### src/design/tgt_pkg.sv
// Shared types and constants for the touchpad gesture tracker.
// No dependencies.
`timescale 1ns / 1ps

package tgt_pkg;

  // Event codes on the input channel
  localparam logic [2:0] OP_X    = 3'd0;
  localparam logic [2:0] OP_Y    = 3'd1;
  localparam logic [2:0] OP_REL  = 3'd2;
  localparam logic [2:0] OP_TICK = 3'd4;

  // Result kinds
  localparam logic [1:0] KIND_LEFT   = 2'd0;
  localparam logic [1:0] KIND_RIGHT  = 2'd1;
  localparam logic [1:0] KIND_MOTION = 2'd2;

  // Configuration register indexes
  localparam logic [2:0] CFG_X_GAIN     = 3'd0;
  localparam logic [2:0] CFG_Y_GAIN     = 3'd1;
  localparam logic [2:0] CFG_JUMP_THR   = 3'd2;
  localparam logic [2:0] CFG_DRIFT_THR  = 3'd3;
  localparam logic [2:0] CFG_HOLD_TICKS = 3'd4;

  // Configuration reset values
  localparam logic [23:0] RST_X_GAIN     = 24'd110928;
  localparam logic [23:0] RST_Y_GAIN     = 24'd87727;
  localparam logic [8:0]  RST_JUMP_THR   = 9'd10;
  localparam logic [15:0] RST_DRIFT_THR  = 16'd10;
  localparam logic [15:0] RST_HOLD_TICKS = 16'd1;

  typedef struct packed {
    logic [1:0]        kind;
    logic signed [8:0] dx;
    logic signed [8:0] dy;
    logic              last;
  } result_t;

  // Up to two results per event; push1 only alongside push0
  typedef struct packed {
    logic    push0;
    logic    push1;
    result_t r0;
    result_t r1;
  } push_t;

endpackage

### src/design/tgt_scale.sv
// Sample scaler: ((value + 32767) * gain) >> 24, saturated to 0..255.
// Depends on nothing but its ports.
`timescale 1ns / 1ps

module tgt_scale (
  input  logic signed [15:0] value,
  input  logic [23:0]        gain,
  output logic [7:0]         pix
);

  logic        neg;
  logic [15:0] offs;
  logic [39:0] prod;
  logic [15:0] whole;

  // -32768 is the only sample whose offset value goes negative
  assign neg   = (value == -16'sd32768);
  assign offs  = 16'(value + 16'sd32767);
  assign prod  = {24'd0, offs} * {16'd0, gain};
  assign whole = prod[39:24];

  always_comb begin
    if (neg) begin
      pix = 8'd0;
    end else if (|whole[15:8]) begin
      pix = 8'd255;
    end else begin
      pix = whole[7:0];
    end
  end

endmodule

### src/design/tgt_result_queue.sv
// Small result queue between the event processor and the output channel.
// Takes up to two results per cycle, gives one per cycle while pop_ready is high. Uses tgt_pkg.
`timescale 1ns / 1ps

module tgt_result_queue #(
  parameter int DEPTH = 4
) (
  input  logic            clk,
  input  logic            rst_n,
  input  tgt_pkg::push_t  push,
  input  logic            pop_ready,
  output logic            head_valid,
  output tgt_pkg::result_t head,
  output logic            room2
);

  localparam int PW = (DEPTH > 1) ? $clog2(DEPTH) : 1;
  localparam int CW = $clog2(DEPTH + 1);
  localparam logic [PW-1:0] LAST_PTR = PW'(DEPTH - 1);
  localparam logic [CW-1:0] ROOM_MAX = CW'(DEPTH - 2);

  tgt_pkg::result_t mem_r [DEPTH];
  logic [PW-1:0] wptr_r, wptr_nxt, wptr_p1;
  logic [PW-1:0] rptr_r, rptr_nxt;
  logic [CW-1:0] cnt_r, cnt_nxt;
  logic          pop;

  function automatic logic [PW-1:0] ptr_inc(input logic [PW-1:0] p);
    ptr_inc = (p == LAST_PTR) ? '0 : p + PW'(1);
  endfunction

  assign head_valid = (cnt_r != '0);
  assign head       = mem_r[rptr_r];
  assign room2      = (cnt_r <= ROOM_MAX);
  assign pop        = head_valid && pop_ready;
  assign wptr_p1    = ptr_inc(wptr_r);

  always_comb begin
    wptr_nxt = wptr_r;
    if (push.push1) begin
      wptr_nxt = ptr_inc(wptr_p1);
    end else if (push.push0) begin
      wptr_nxt = wptr_p1;
    end
    rptr_nxt = pop ? ptr_inc(rptr_r) : rptr_r;
    cnt_nxt  = cnt_r + CW'(push.push0) + CW'(push.push1) - CW'(pop);
  end

  always_ff @(posedge clk) begin
    if (!rst_n) begin
      wptr_r <= '0;
      rptr_r <= '0;
      cnt_r  <= '0;
    end else begin
      wptr_r <= wptr_nxt;
      rptr_r <= rptr_nxt;
      cnt_r  <= cnt_nxt;
    end
  end

  always_ff @(posedge clk) begin
    if (push.push0) begin
      mem_r[wptr_r] <= push.r0;
    end
    if (push.push1) begin
      mem_r[wptr_p1] <= push.r1;
    end
  end

endmodule

### src/design/touchpad_gesture_tracker.sv
// Touchpad gesture tracker, top level.
// Uses tgt_pkg, tgt_scale and tgt_result_queue.
`timescale 1ns / 1ps

// Usage
// - Input channel (in_valid/in_ready, in_op, in_value): one touchpad event per
//   transaction: X sample, Y sample, release, other event, or time tick.
// - Output channel (out_valid/out_ready, out_kind, out_dx, out_dy, out_last):
//   one click or motion result per transaction; out_last marks the final
//   result of an event. A release may give a click followed by a motion.
// - Config channel (cfg_valid/cfg_ready, cfg_index, cfg_data): cfg_ready is
//   always high; indexes beyond hold_ticks are dropped. Write only while idle.
// - Path: an event taken on the input channel is scaled through the one
//   multiplier and registered in stage A, evaluated against the tracker state
//   in stage B and written into the result queue, whose head is offered.
// - Throughput: one event per cycle while two queue slots are free. The output
//   side moves one result per cycle while out_ready is high, so events with
//   two results use it twice; the queue (QUEUE_DEPTH entries) absorbs bursts.
// - Stall: while out_ready is low results pile up in the queue; once fewer
//   than two slots are free the evaluation stage holds and in_ready drops.
// - Reset (rst_n low, synchronous): coordinates, drift sum, moving flag,
//   touch start, tick counter and queue are cleared; config returns to its
//   default gains and thresholds.
module touchpad_gesture_tracker #(
  parameter int QUEUE_DEPTH = 4
) (
  input  logic               clk,
  input  logic               rst_n,
  input  logic               in_valid,
  output logic               in_ready,
  input  logic [2:0]         in_op,
  input  logic signed [15:0] in_value,
  output logic               out_valid,
  input  logic               out_ready,
  output logic [1:0]         out_kind,
  output logic signed [8:0]  out_dx,
  output logic signed [8:0]  out_dy,
  output logic               out_last,
  input  logic               cfg_valid,
  output logic               cfg_ready,
  input  logic [2:0]         cfg_index,
  input  logic [23:0]        cfg_data
);

  // ---------------------------------------------------------------------
  // Configuration registers
  // ---------------------------------------------------------------------
  logic [23:0] x_gain_r, y_gain_r;
  logic [8:0]  jump_thr_r;
  logic [15:0] drift_thr_r, hold_ticks_r;
  logic        cfg_we;

  assign cfg_ready = 1'b1;
  assign cfg_we    = cfg_valid && cfg_ready;

  always_ff @(posedge clk) begin
    if (!rst_n) begin
      x_gain_r     <= tgt_pkg::RST_X_GAIN;
      y_gain_r     <= tgt_pkg::RST_Y_GAIN;
      jump_thr_r   <= tgt_pkg::RST_JUMP_THR;
      drift_thr_r  <= tgt_pkg::RST_DRIFT_THR;
      hold_ticks_r <= tgt_pkg::RST_HOLD_TICKS;
    end else if (cfg_we) begin
      unique case (cfg_index)
        tgt_pkg::CFG_X_GAIN:     x_gain_r     <= cfg_data;
        tgt_pkg::CFG_Y_GAIN:     y_gain_r     <= cfg_data;
        tgt_pkg::CFG_JUMP_THR:   jump_thr_r   <= cfg_data[8:0];
        tgt_pkg::CFG_DRIFT_THR:  drift_thr_r  <= cfg_data[15:0];
        tgt_pkg::CFG_HOLD_TICKS: hold_ticks_r <= cfg_data[15:0];
        default: ;
      endcase
    end
  end

  // ---------------------------------------------------------------------
  // Stage A: capture event, scale sample (multiplier lives here)
  // ---------------------------------------------------------------------
  logic       a_valid_r;
  logic [2:0] a_op_r;
  logic [7:0] a_pix_r;
  logic [7:0] pix;
  logic       in_fire, b_fire, room2;

  tgt_scale u_scale (
    .value (in_value),
    .gain  ((in_op == tgt_pkg::OP_Y) ? y_gain_r : x_gain_r),
    .pix   (pix)
  );

  // Stage B needs two free queue slots, whatever the event turns out to give
  assign b_fire   = a_valid_r && room2;
  assign in_ready = !a_valid_r || b_fire;
  assign in_fire  = in_valid && in_ready;

  always_ff @(posedge clk) begin
    if (!rst_n) begin
      a_valid_r <= 1'b0;
    end else if (in_ready) begin
      a_valid_r <= in_valid;
    end
  end

  always_ff @(posedge clk) begin
    if (in_fire) begin
      a_op_r  <= in_op;
      a_pix_r <= pix;
    end
  end

  // ---------------------------------------------------------------------
  // Stage B: tracker state and gesture decisions
  // ---------------------------------------------------------------------
  logic [7:0]  cur_x_r, cur_y_r, prev_x_r, prev_y_r;
  logic        moving_r;
  logic [15:0] drift_r;
  logic [31:0] touch_start_r, tick_r;

  logic [7:0]  cx, cy, px, py, adx, ady;
  logic [8:0]  step;
  logic [16:0] dsum;
  logic [15:0] dsat, drift_nxt;
  logic [31:0] held, start_nxt;
  logic        is_tick, is_rel, click, right, mov1, mov2, jump, motion;
  logic signed [8:0] dx, dy;
  tgt_pkg::result_t click_res, motion_res;
  tgt_pkg::push_t   push;

  always_comb begin
    cx = cur_x_r;
    cy = cur_y_r;
    px = prev_x_r;
    py = prev_y_r;
    unique case (a_op_r)
      tgt_pkg::OP_X: begin
        cx = a_pix_r;
        px = cur_x_r;
      end
      tgt_pkg::OP_Y: begin
        cy = a_pix_r;
        py = cur_y_r;
      end
      default: ;
    endcase
  end

  assign is_tick = (a_op_r == tgt_pkg::OP_TICK);
  assign is_rel  = (a_op_r == tgt_pkg::OP_REL);

  // Release: click only when the touch never went into moving mode
  assign held  = tick_r - touch_start_r;
  assign right = (held >= {16'd0, hold_ticks_r});
  assign click = is_rel && !moving_r;
  assign mov1  = is_rel ? 1'b0 : moving_r;

  // Motion check
  assign adx  = (cx > px) ? cx - px : px - cx;
  assign ady  = (cy > py) ? cy - py : py - cy;
  assign step = {1'b0, adx} + {1'b0, ady};
  assign jump = (step > jump_thr_r);
  assign dsum = {1'b0, drift_r} + {8'd0, step};
  assign dsat = dsum[16] ? 16'hFFFF : dsum[15:0];
  assign mov2 = jump ? mov1 : (mov1 || (dsat > drift_thr_r));
  assign motion = !jump && mov2;

  // A jump outside moving mode restarts the drift sum, and the touch clock when both coordinates are nonzero
  assign drift_nxt = jump ? (mov1 ? drift_r : 16'd0) : dsat;
  assign start_nxt = (jump && !mov1 && (cx != 8'd0) && (cy != 8'd0)) ?
                     tick_r : touch_start_r;

  assign dx = 9'({1'b0, cx} - {1'b0, px});
  assign dy = 9'({1'b0, cy} - {1'b0, py});

  always_comb begin
    click_res.kind = right ? tgt_pkg::KIND_RIGHT : tgt_pkg::KIND_LEFT;
    click_res.dx   = '0;
    click_res.dy   = '0;
    click_res.last = !motion;

    motion_res.kind = tgt_pkg::KIND_MOTION;
    motion_res.dx   = dx;
    motion_res.dy   = dy;
    motion_res.last = 1'b1;

    push.push0 = b_fire && !is_tick && (click || motion);
    push.push1 = b_fire && !is_tick && click && motion;
    push.r0    = click ? click_res : motion_res;
    push.r1    = motion_res;
  end

  always_ff @(posedge clk) begin
    if (!rst_n) begin
      cur_x_r       <= '0;
      cur_y_r       <= '0;
      prev_x_r      <= '0;
      prev_y_r      <= '0;
      moving_r      <= 1'b0;
      drift_r       <= '0;
      touch_start_r <= '0;
      tick_r        <= '0;
    end else if (b_fire) begin
      if (is_tick) begin
        tick_r <= tick_r + 32'd1;
      end else begin
        cur_x_r       <= cx;
        cur_y_r       <= cy;
        prev_x_r      <= px;
        prev_y_r      <= py;
        moving_r      <= mov2;
        drift_r       <= drift_nxt;
        touch_start_r <= start_nxt;
      end
    end
  end

  // ---------------------------------------------------------------------
  // Result queue and output channel
  // ---------------------------------------------------------------------
  tgt_pkg::result_t head;

  tgt_result_queue #(
    .DEPTH (QUEUE_DEPTH)
  ) u_queue (
    .clk        (clk),
    .rst_n      (rst_n),
    .push       (push),
    .pop_ready  (out_ready),
    .head_valid (out_valid),
    .head       (head),
    .room2      (room2)
  );

  assign out_kind = head.kind;
  assign out_dx   = head.dx;
  assign out_dy   = head.dy;
  assign out_last = head.last;

endmodule

### config.mk
export PLATFORM = sky130hd
export DESIGN_NAME = touchpad_gesture_tracker
export DESIGN_NICKNAME = d
export VERILOG_FILES = /design/src/design/tgt_pkg.sv /design/src/design/tgt_scale.sv /design/src/design/tgt_result_queue.sv /design/src/design/touchpad_gesture_tracker.sv
export SDC_FILE = /design/constraint.sdc
export NUM_CORES = 2
export LEC_CHECK = 0
export BUFFER_PORTS_ARGS = -buffer_cell sky130_fd_sc_hd__buf_2
export CAP_MARGIN = 15
export CORE_ASPECT_RATIO = 1.5
export CORE_MARGIN = 8
export CORE_UTILIZATION = 40
export DETAILED_ROUTE_END_ITERATION = 8
export MAX_ROUTING_LAYER = met4
export SYNTH_ARGS = -nofsm -noshare
export SYNTH_HDL_FRONTEND = slang
export SYNTH_SLANG_ARGS = --single-unit
### constraint.sdc
create_clock -name clk -period 11.3 [get_ports clk]
set_input_delay 2.26 -clock clk [delete_from_list [all_inputs] [get_ports clk]]
set_output_delay 2.26 -clock clk [all_outputs]
set_load 0.05 [all_outputs]
== Yosys cells after proc, flatten, opt, wreduce, memory -nomap -nowiden ==
Memory sizes are Yosys's and may differ from the RTL's. A register that Yosys moved wholly into a read port is not among the register bits.
Index checks and enable logic that the tools add are counted.

* Add/subtract/negate cells: 17
* Multiply operators: 1
* Order comparisons: 6
* Equal/unequal tests: 13
* Muxes and demuxes: 26
* Bitwise logic cells: 1
* Reduce and logical (&&, ||, !) cells: 37

{| class="wikitable"
|+ Operator list
! cell !! number
|-
| 2-to-1 mux 8 bit || 7
|-
| 2-to-1 mux 16 bit || 3
|-
| multiplier 16 x 24 -> 40 bit || 1
|-
| adder 32 x 1 -> 32 bit, second input constant || 1
|-
| >= comparator 32 x 16 -> 1 bit || 1
|-
| subtractor 32 bit || 1
|-
| subtractor 8 bit || 4
|-
| 2-to-1 mux 24 bit || 1
|-
| 2-to-1 mux 21 bit || 1
|-
| subtractor 8 x 8 -> 9 bit || 2
|-
| adder 16 x 9 -> 17 bit || 1
|-
| adder 16 bit, second input constant || 1
|-
| equality test 16 bit, second input constant || 1
|-
| greater-than comparator 16 bit || 1
|-
| greater-than comparator 8 bit || 2
|-
| nonzero test 8 bit || 2
|-
| 2-to-1 mux 2 bit || 7
|-
| AND reduction 2 bit || 7
|-
| logical AND 1 bit || 12
|-
| adder 8 x 8 -> 9 bit || 1
|-
| equality test 3 x 1 -> 1 bit, second input constant || 3
|-
| equality test 3 x 2 -> 1 bit, second input constant || 3
|-
| greater-than comparator 9 bit || 1
|-
| OR reduction 8 bit || 1
|-
| other kinds (15) || 36
|}

* Register bits: 221
* Memory bits (writable): 84
* Input bits: 51
* Output and inout port bits: 24
* Word-level logic and storage cells: 121
* Memories kept: 1

{| class="wikitable"
|+ Memories
! memory !! depth !! width !! rd ports !! clocked after Yosys merged registers in !! wr ports !! line !! text
|-
| u_queue.mem_r || 4 || 21 || 1 || 1 || 2 || tgt_result_queue.sv:22 || <nowiki>tgt_pkg::result_t mem_r [DEPTH];</nowiki>
|}

== Logic depth before layout (Yosys ltp) ==
* Word-level depth: 16
* Gate-level depth with buffers: 46
* Gate-level depth less buffers: 42

== By module ==
Synthesis repeated with hierarchy kept, for this count alone.

* Cell total of the unflattened synthesis: 3427
* Area, all modules: 31489.0 um^2

{| class="wikitable"
|+ Modules (own cells, without submodules)
! module !! times used !! cells an instance !! area an instance (um^2) !! sequential area each (um^2)
|-
| touchpad_gesture_tracker || 1 || 1690 || 14236.2 || 4394.2
|-
| tgt_scale || 1 || 1472 || 12595.8 || 0.0
|-
| tgt_result_queue || 1 || 265 || 4657.0 || 2702.6
|}

== Worst setup path before layout ==
No wires, ideal clock.

* Path kind: input-to-reg
* From: in in_value[0]
* To: reg a_pix_r[0] (data pin)
* Library setup time: 0.279 ns
* Data arrival time: 9.758 ns
* Path slack: 1.263 ns
* Stages: 26
* Path buffers: 3
* Cells stage by stage: clkbuf_1 > clkinv_1 > clkbuf_1 > ha_1 > nand3b_1 > or2_2 > xnor2_1 > clkbuf_1 > nand2_1 > fa_1 > inv_1 > fa_1 > fa_1 > fa_1 > fa_1 > fa_1 > ha_1 > nand3_1 > or4_1 > a211oi_1 > nor4_1 > a21oi_1 > o311a_1 > o211ai_1 > nor4_4 > a31oi_1

* Word-level cells in the longest chain between the ends: 4
* Elaborated cells between the ends (all ways): 5
* Classes of those cells: add/sub (1); mul (1); eq/ne (1); mux (1); reduce/logical (1)

{| class="wikitable"
|+ Ends and longest elaborated chain
! element !! line !! text
|-
| start, declared || touchpad_gesture_tracker.sv:32 || <nowiki>input logic signed [15:0] in_value,</nowiki>
|-
| adder 16 bit || tgt_scale.sv:18 || <nowiki>assign offs = 16'(value + 16'sd32767);</nowiki>
|-
| multiplier 16 x 24 -> 40 bit || tgt_scale.sv:19 || <nowiki>assign prod = {24'd0, offs} * {16'd0, gain};</nowiki>
|-
| OR reduction 8 bit || tgt_scale.sv:25 || <nowiki>end else if (|whole[15:8]) begin</nowiki>
|-
| 2-to-1 mux 8 bit || tgt_scale.sv:25 ||
|-
| end signal, assigned || touchpad_gesture_tracker.sv:106 || <nowiki>a_pix_r <= pix;</nowiki>
|-
| end, declared || touchpad_gesture_tracker.sv:80 || <nowiki>logic [7:0] a_pix_r;</nowiki>
|}

Parallel ways exist; a longest one is shown, timed or not.
A chain may end at the register's enable or synchronous reset.

== Final worst setup path ==
* From: reg a_op_r[2]
* To: reg u_queue.cnt_r[2]

* Word-level cells in the longest chain between the ends: 16
* Elaborated cells between the ends (all ways): 36
* Classes of those cells: add/sub (9); order compare (4); eq/ne (3); mux (9); reduce/logical (11)

{| class="wikitable"
|+ Ends and longest elaborated chain
! element !! line !! text
|-
| start, declared || touchpad_gesture_tracker.sv:79 || <nowiki>logic [2:0] a_op_r;</nowiki>
|-
| start signal, assigned || touchpad_gesture_tracker.sv:105 || <nowiki>a_op_r <= in_op;</nowiki>
|-
| equality test 3 x 1 -> 1 bit (*) || touchpad_gesture_tracker.sv:133 || <nowiki>unique case (a_op_r)</nowiki>
|-
| 2-to-1 mux 8 bit (*) || touchpad_gesture_tracker.sv:133 ||
|-
| via cy[1] || touchpad_gesture_tracker.sv:118 || <nowiki>logic [7:0] cx, cy, px, py, adx, ady;</nowiki>
|-
| subtractor 8 bit or greater-than comparator 8 bit (tied branches) || touchpad_gesture_tracker.sv:157 || <nowiki>assign ady = (cy > py) ? cy - py : py - cy;</nowiki>
|-
| 2-to-1 mux 8 bit (*) || touchpad_gesture_tracker.sv:157 ||
|-
| adder 8 x 8 -> 9 bit (*) || touchpad_gesture_tracker.sv:158 || <nowiki>assign step = {1'b0, adx} + {1'b0, ady};</nowiki>
|-
| adder 16 x 9 -> 17 bit || touchpad_gesture_tracker.sv:160 || <nowiki>assign dsum = {1'b0, drift_r} + {8'd0, step};</nowiki>
|-
| 2-to-1 mux 16 bit || touchpad_gesture_tracker.sv:161 || <nowiki>assign dsat = dsum[16] ? 16'hFFFF : dsum[15:0];</nowiki>
|-
| greater-than comparator 16 bit || touchpad_gesture_tracker.sv:162 || <nowiki>assign mov2 = jump ? mov1 : (mov1 || (dsat > drift_thr_r));</nowiki>
|-
| logical OR 1 bit || touchpad_gesture_tracker.sv:162 ||
|-
| 2-to-1 mux 1 bit || touchpad_gesture_tracker.sv:162 ||
|-
| logical AND 1 bit (*) || touchpad_gesture_tracker.sv:163 || <nowiki>assign motion = !jump && mov2;</nowiki>
|-
| logical OR 1 bit || touchpad_gesture_tracker.sv:184 || <nowiki>push.push0 = b_fire && !is_tick && (click || motion);</nowiki>
|-
| logical AND 1 bit || touchpad_gesture_tracker.sv:184 ||
|-
| adder 3 x 1 -> 3 bit || tgt_result_queue.sv:46 || <nowiki>cnt_nxt = cnt_r + CW'(push.push0) + CW'(push.push1) - CW'(pop);</nowiki>
|-
| adder 3 x 1 -> 3 bit (*) || tgt_result_queue.sv:46 ||
|-
| subtractor 3 x 1 -> 3 bit (*) || tgt_result_queue.sv:46 ||
|-
| end signal, assigned || tgt_result_queue.sv:57 || <nowiki>cnt_r <= cnt_nxt;</nowiki>
|-
| end, declared || tgt_result_queue.sv:25 || <nowiki>logic [CW-1:0] cnt_r, cnt_nxt;</nowiki>
|}

Mark *: on every way through the listed nets, which the timed path passes. The rest lies on a longest branch.

==> impl_metrics.tcl <==
set metrics [dict create \
    ys_warn_count 0 \
    num-nets-final 4080 \
    core-area_sq_mm 0.0748 \
    syn_area_per_cell_sq_um 8.65 \
    syn_area_sq_mm 0.0301 \
    p_comb_share_pct 74.8 \
    power_frac_seq_pct 14.4 \
    cp_data_arrival_time_ns 10.65 \
    route.detailed.drc 0 \
    max_freq_ghz 0.0979 \
    synth_edf_count 83 \
    p_leak_nw 14.4 \
    cts_hold_buf 0 \
    start_util_pct 40.2 \
    htreeDepth 1 \
    final.period_utilization_pct 90.4 \
    critPathSlowestCell "a2111oi_0" \
    clock_sinks 307 \
    min_period_ns 10.21 \
    post-dp-hpwl_microns 69500 \
    place_congestion 0.948 \
    grt_max_degree 102 \
    crit_required_ns 11.74 \
    drive_above_1_share_pct 7.57 \
    grt_use_total_pct 21.5 \
    synth_compound_area_share_pct 11.0 \
    drv_slew 0 \
    root_buffer "clkbuf_16" \
    path_common_cell "o21ai_0" \
    outcome "finished, final reports clean" \
    finalHoldViolCount 0 \
    grt_overflow 0 \
    ant_nets 0 \
    die_h_microns 352 \
    cp_top_family "compound AO/OA/AOI/OAI gates" \
    drt_wl_total_microns 87800 \
    synth.distinct_cells 90 \
    finalSetupViolCount 0 \
    sw_frac_of_total_pct 51.1 \
    syn-num-nets 4078 \
    critPathKind "flop to flop" \
    ff_latch_area_sq_mm 0.00698 \
    min_path_type "flop to flop" \
    path_max_fanout 8 \
    synthMuxAreaShare_pct 6.08 \
    maxCapViolCount 0 \
    tns_ns 0 \
    die_area_sq_mm 0.0844 \
    multiInputGateArea_sq_mm 0.0209 \
    num_vias 24100 \
    antenna_found_initial 9 \
    synth_fa_ha_area_share_pct 30.7 \
    num_rows 123 \
    grt_pass1_vias 25100 \
    max_stage_delay_ns 0.58 \
    synth_top_family_by_area "adder cells" \
    tightest_slew_ns 1.12 \
    endpoint_kind "flop" \
    yosysSeqAreaShare_pct 23.2 \
    powerDensity_mw_per_mm2 299 \
    slew_headroom_pct 25.3 \
    synth-simple-area-share_pct 17.7 \
    path_clk_slew_ns 0.07 \
    clock_skew_ns 0.0123 \
    routedWlPerCell_microns 19.5 \
    ys.flop_type "dfxtp_1" \
    nFillCells 7566 \
    clkPwrFrac_pct 10.8 \
    power.internal_w 0.00476 \
    pre_cts_slack_ns 0.526 \
    synth-xor-area-share_pct 3.44 \
    drt_iter0_drc 1321 \
    yosys_register_bits 307 \
    grt_pass1_wl_microns 139000 \
    worstSkewPairLatency_ns 0.59 \
    cts_tree "yes" \
    setup_ws_ns 1.09 \
    cts_resized 0 \
    switchingPower_w 0.00497 \
    path_buf_inv 5 \
    crit_path_start_kind "flop" \
    cts_buffers 30 \
    pin_count 75 \
    async_flop_share_pct 0 \
    postSynthCellCount 3477 \
    via_per_inst 5.34 \
    die_x_microns 240 \
    drtPass1Iterations 5 \
    ir_drop_uv 272 \
    postCtsSetupBuffers 0 \
    cts_buffer_depth 3 \
    synthToLayoutAreaGrowth_pct 8.41 \
    place.port_buffers 73 \
    rsz0062_at_grt "false" \
]
## worst min-delay path: cells and delay by family (launching register included)
kind / cells / cell delay [ns]
flops: 1 / 0.31
simple gates: 2 / 0.09
## logic make-up (layout without fill, tap and decap cells)
logic type / after synthesis / count (layout)
other cells: 1 / 8
fa+ha+maj: 550 / 550
simple gates: 1212 / 1212
compound gates: 522 / 522
buf+inv: 614 / 639
flops: 307 / 307
mux: 153 / 153
xor+xnor: 118 / 118
## stage by stage
stage                     util [%]  instance area [sq um]  total power (W)  hold slack, ns  std cells
final                         43.6                  32600          0.00974           0.446       4509
after global routing          43.6                  32600           0.0106           0.463       4508
after CTS                     43.6                  32600          0.00977           0.448       4502
after detailed placement      42.2                  31600          0.00867           0.435       4447
after global placement        42.2                  31600          0.00863           0.428       4447
after floorplan                  -                  30100          0.00672           0.418       3477
## state kept, by name, summed over array words and instances (netlist names), 3 cells and up, named ones only
name           flops
touch_start_r     32
tick_r            32
a_op_r             3
u_queue.mem_r     84
prev_x_r           8
cur_y_r            8
a_pix_r            8
prev_y_r           8
hold_ticks_r      16
u_queue.cnt_r      3
drift_thr_r       16
jump_thr_r         9
x_gain_r          24
cur_x_r            8
y_gain_r          24
drift_r           16
## final cells by class
| type | instances | share of cell area, % |
|---|---|---|
| antenna | 7 | 0.0537 |
| clock buffer | 37 | 2.51 |
| clock inverter | 18 | 0.595 |
| inverter | 462 | 5.33 |
| multi-input combinational | 2556 | 64.0 |
| sequential | 307 | 21.4 |
| tap | 1000 | 3.84 |
| timing repair buffer | 122 | 2.29 |
## path summary, 6_finish.rpt
path / from / to / slack, ns / cells past startpoint
worst max-delay path: a_op_r[2] / u_queue.cnt_r[2] / 1.09 / 41
worst min-delay path: u_queue.mem_r[0][20] / u_queue.mem_r[0][20] / 0.45 / 2
worst max register to register: a_op_r[2] / u_queue.cnt_r[2] / 1.09 / 41
worst min register to register: u_queue.mem_r[0][20] / u_queue.mem_r[0][20] / 0.45 / 2
## metal layers
layer / part of all wire, % / GRT usage, % / vias to the layer above / routed length, microns
li1: - / - / 11400 / -
met1: 38 / 22.9 / 11900 / 33600
met2: 53 / 39.4 / 542 / 46400
met3: 3.3 / 1.84 / 231 / 2940
met4: 5.6 / 10.9 / 0 / 4880
met5: 0 / - / - / 0
## Yosys cell counts, drive strengths merged (69+ instances only)
cell / n / share of area [%]
fa: 314 / 21
o21ai: 82 / 1.4
mux2i: 105 / 3.5
nor2: 357 / 4.5
a21oi: 196 / 3.3
inv: 461 / 5.8
ha: 236 / 9.8
xnor2: 69 / 2.0
edfxtp: 83 / 8.3
dfxtp: 224 / 15
clkbuf: 132 / 1.6
nand2: 543 / 6.8
## placed cells by master (no fill, tap or decap), types with 33 or more instances in the layout
master and instances:
nand3_1 61, a21o_1 47, nand4_1 33, xnor2_1 64, o21ai_0 78, mux2i_1 105, ha_1 236, buf_2 73
inv_1 462, fa_1 314, buf_4 48, dfxtp_1 224, xor2_1 46, a211oi_1 44, nand2_1 542, nor2_1 355
a21oi_1 196, edfxtp_1 83, nand2b_1 42
## power groups by stage
stage | Clock [W] | Sequential (W) | Combinational (W)
after floorplan | 0 | 0.00139 | 0.00533
after global placement | 0 | 0.00143 | 0.00721
after detailed placement | 0 | 0.00143 | 0.00724
after CTS | 0.00108 | 0.00141 | 0.00729
after global routing | 0.00112 | 0.00142 | 0.00806
final | 0.00105 | 0.00140 | 0.00728
No activity file was read; power rests on OpenSTA's default activity.
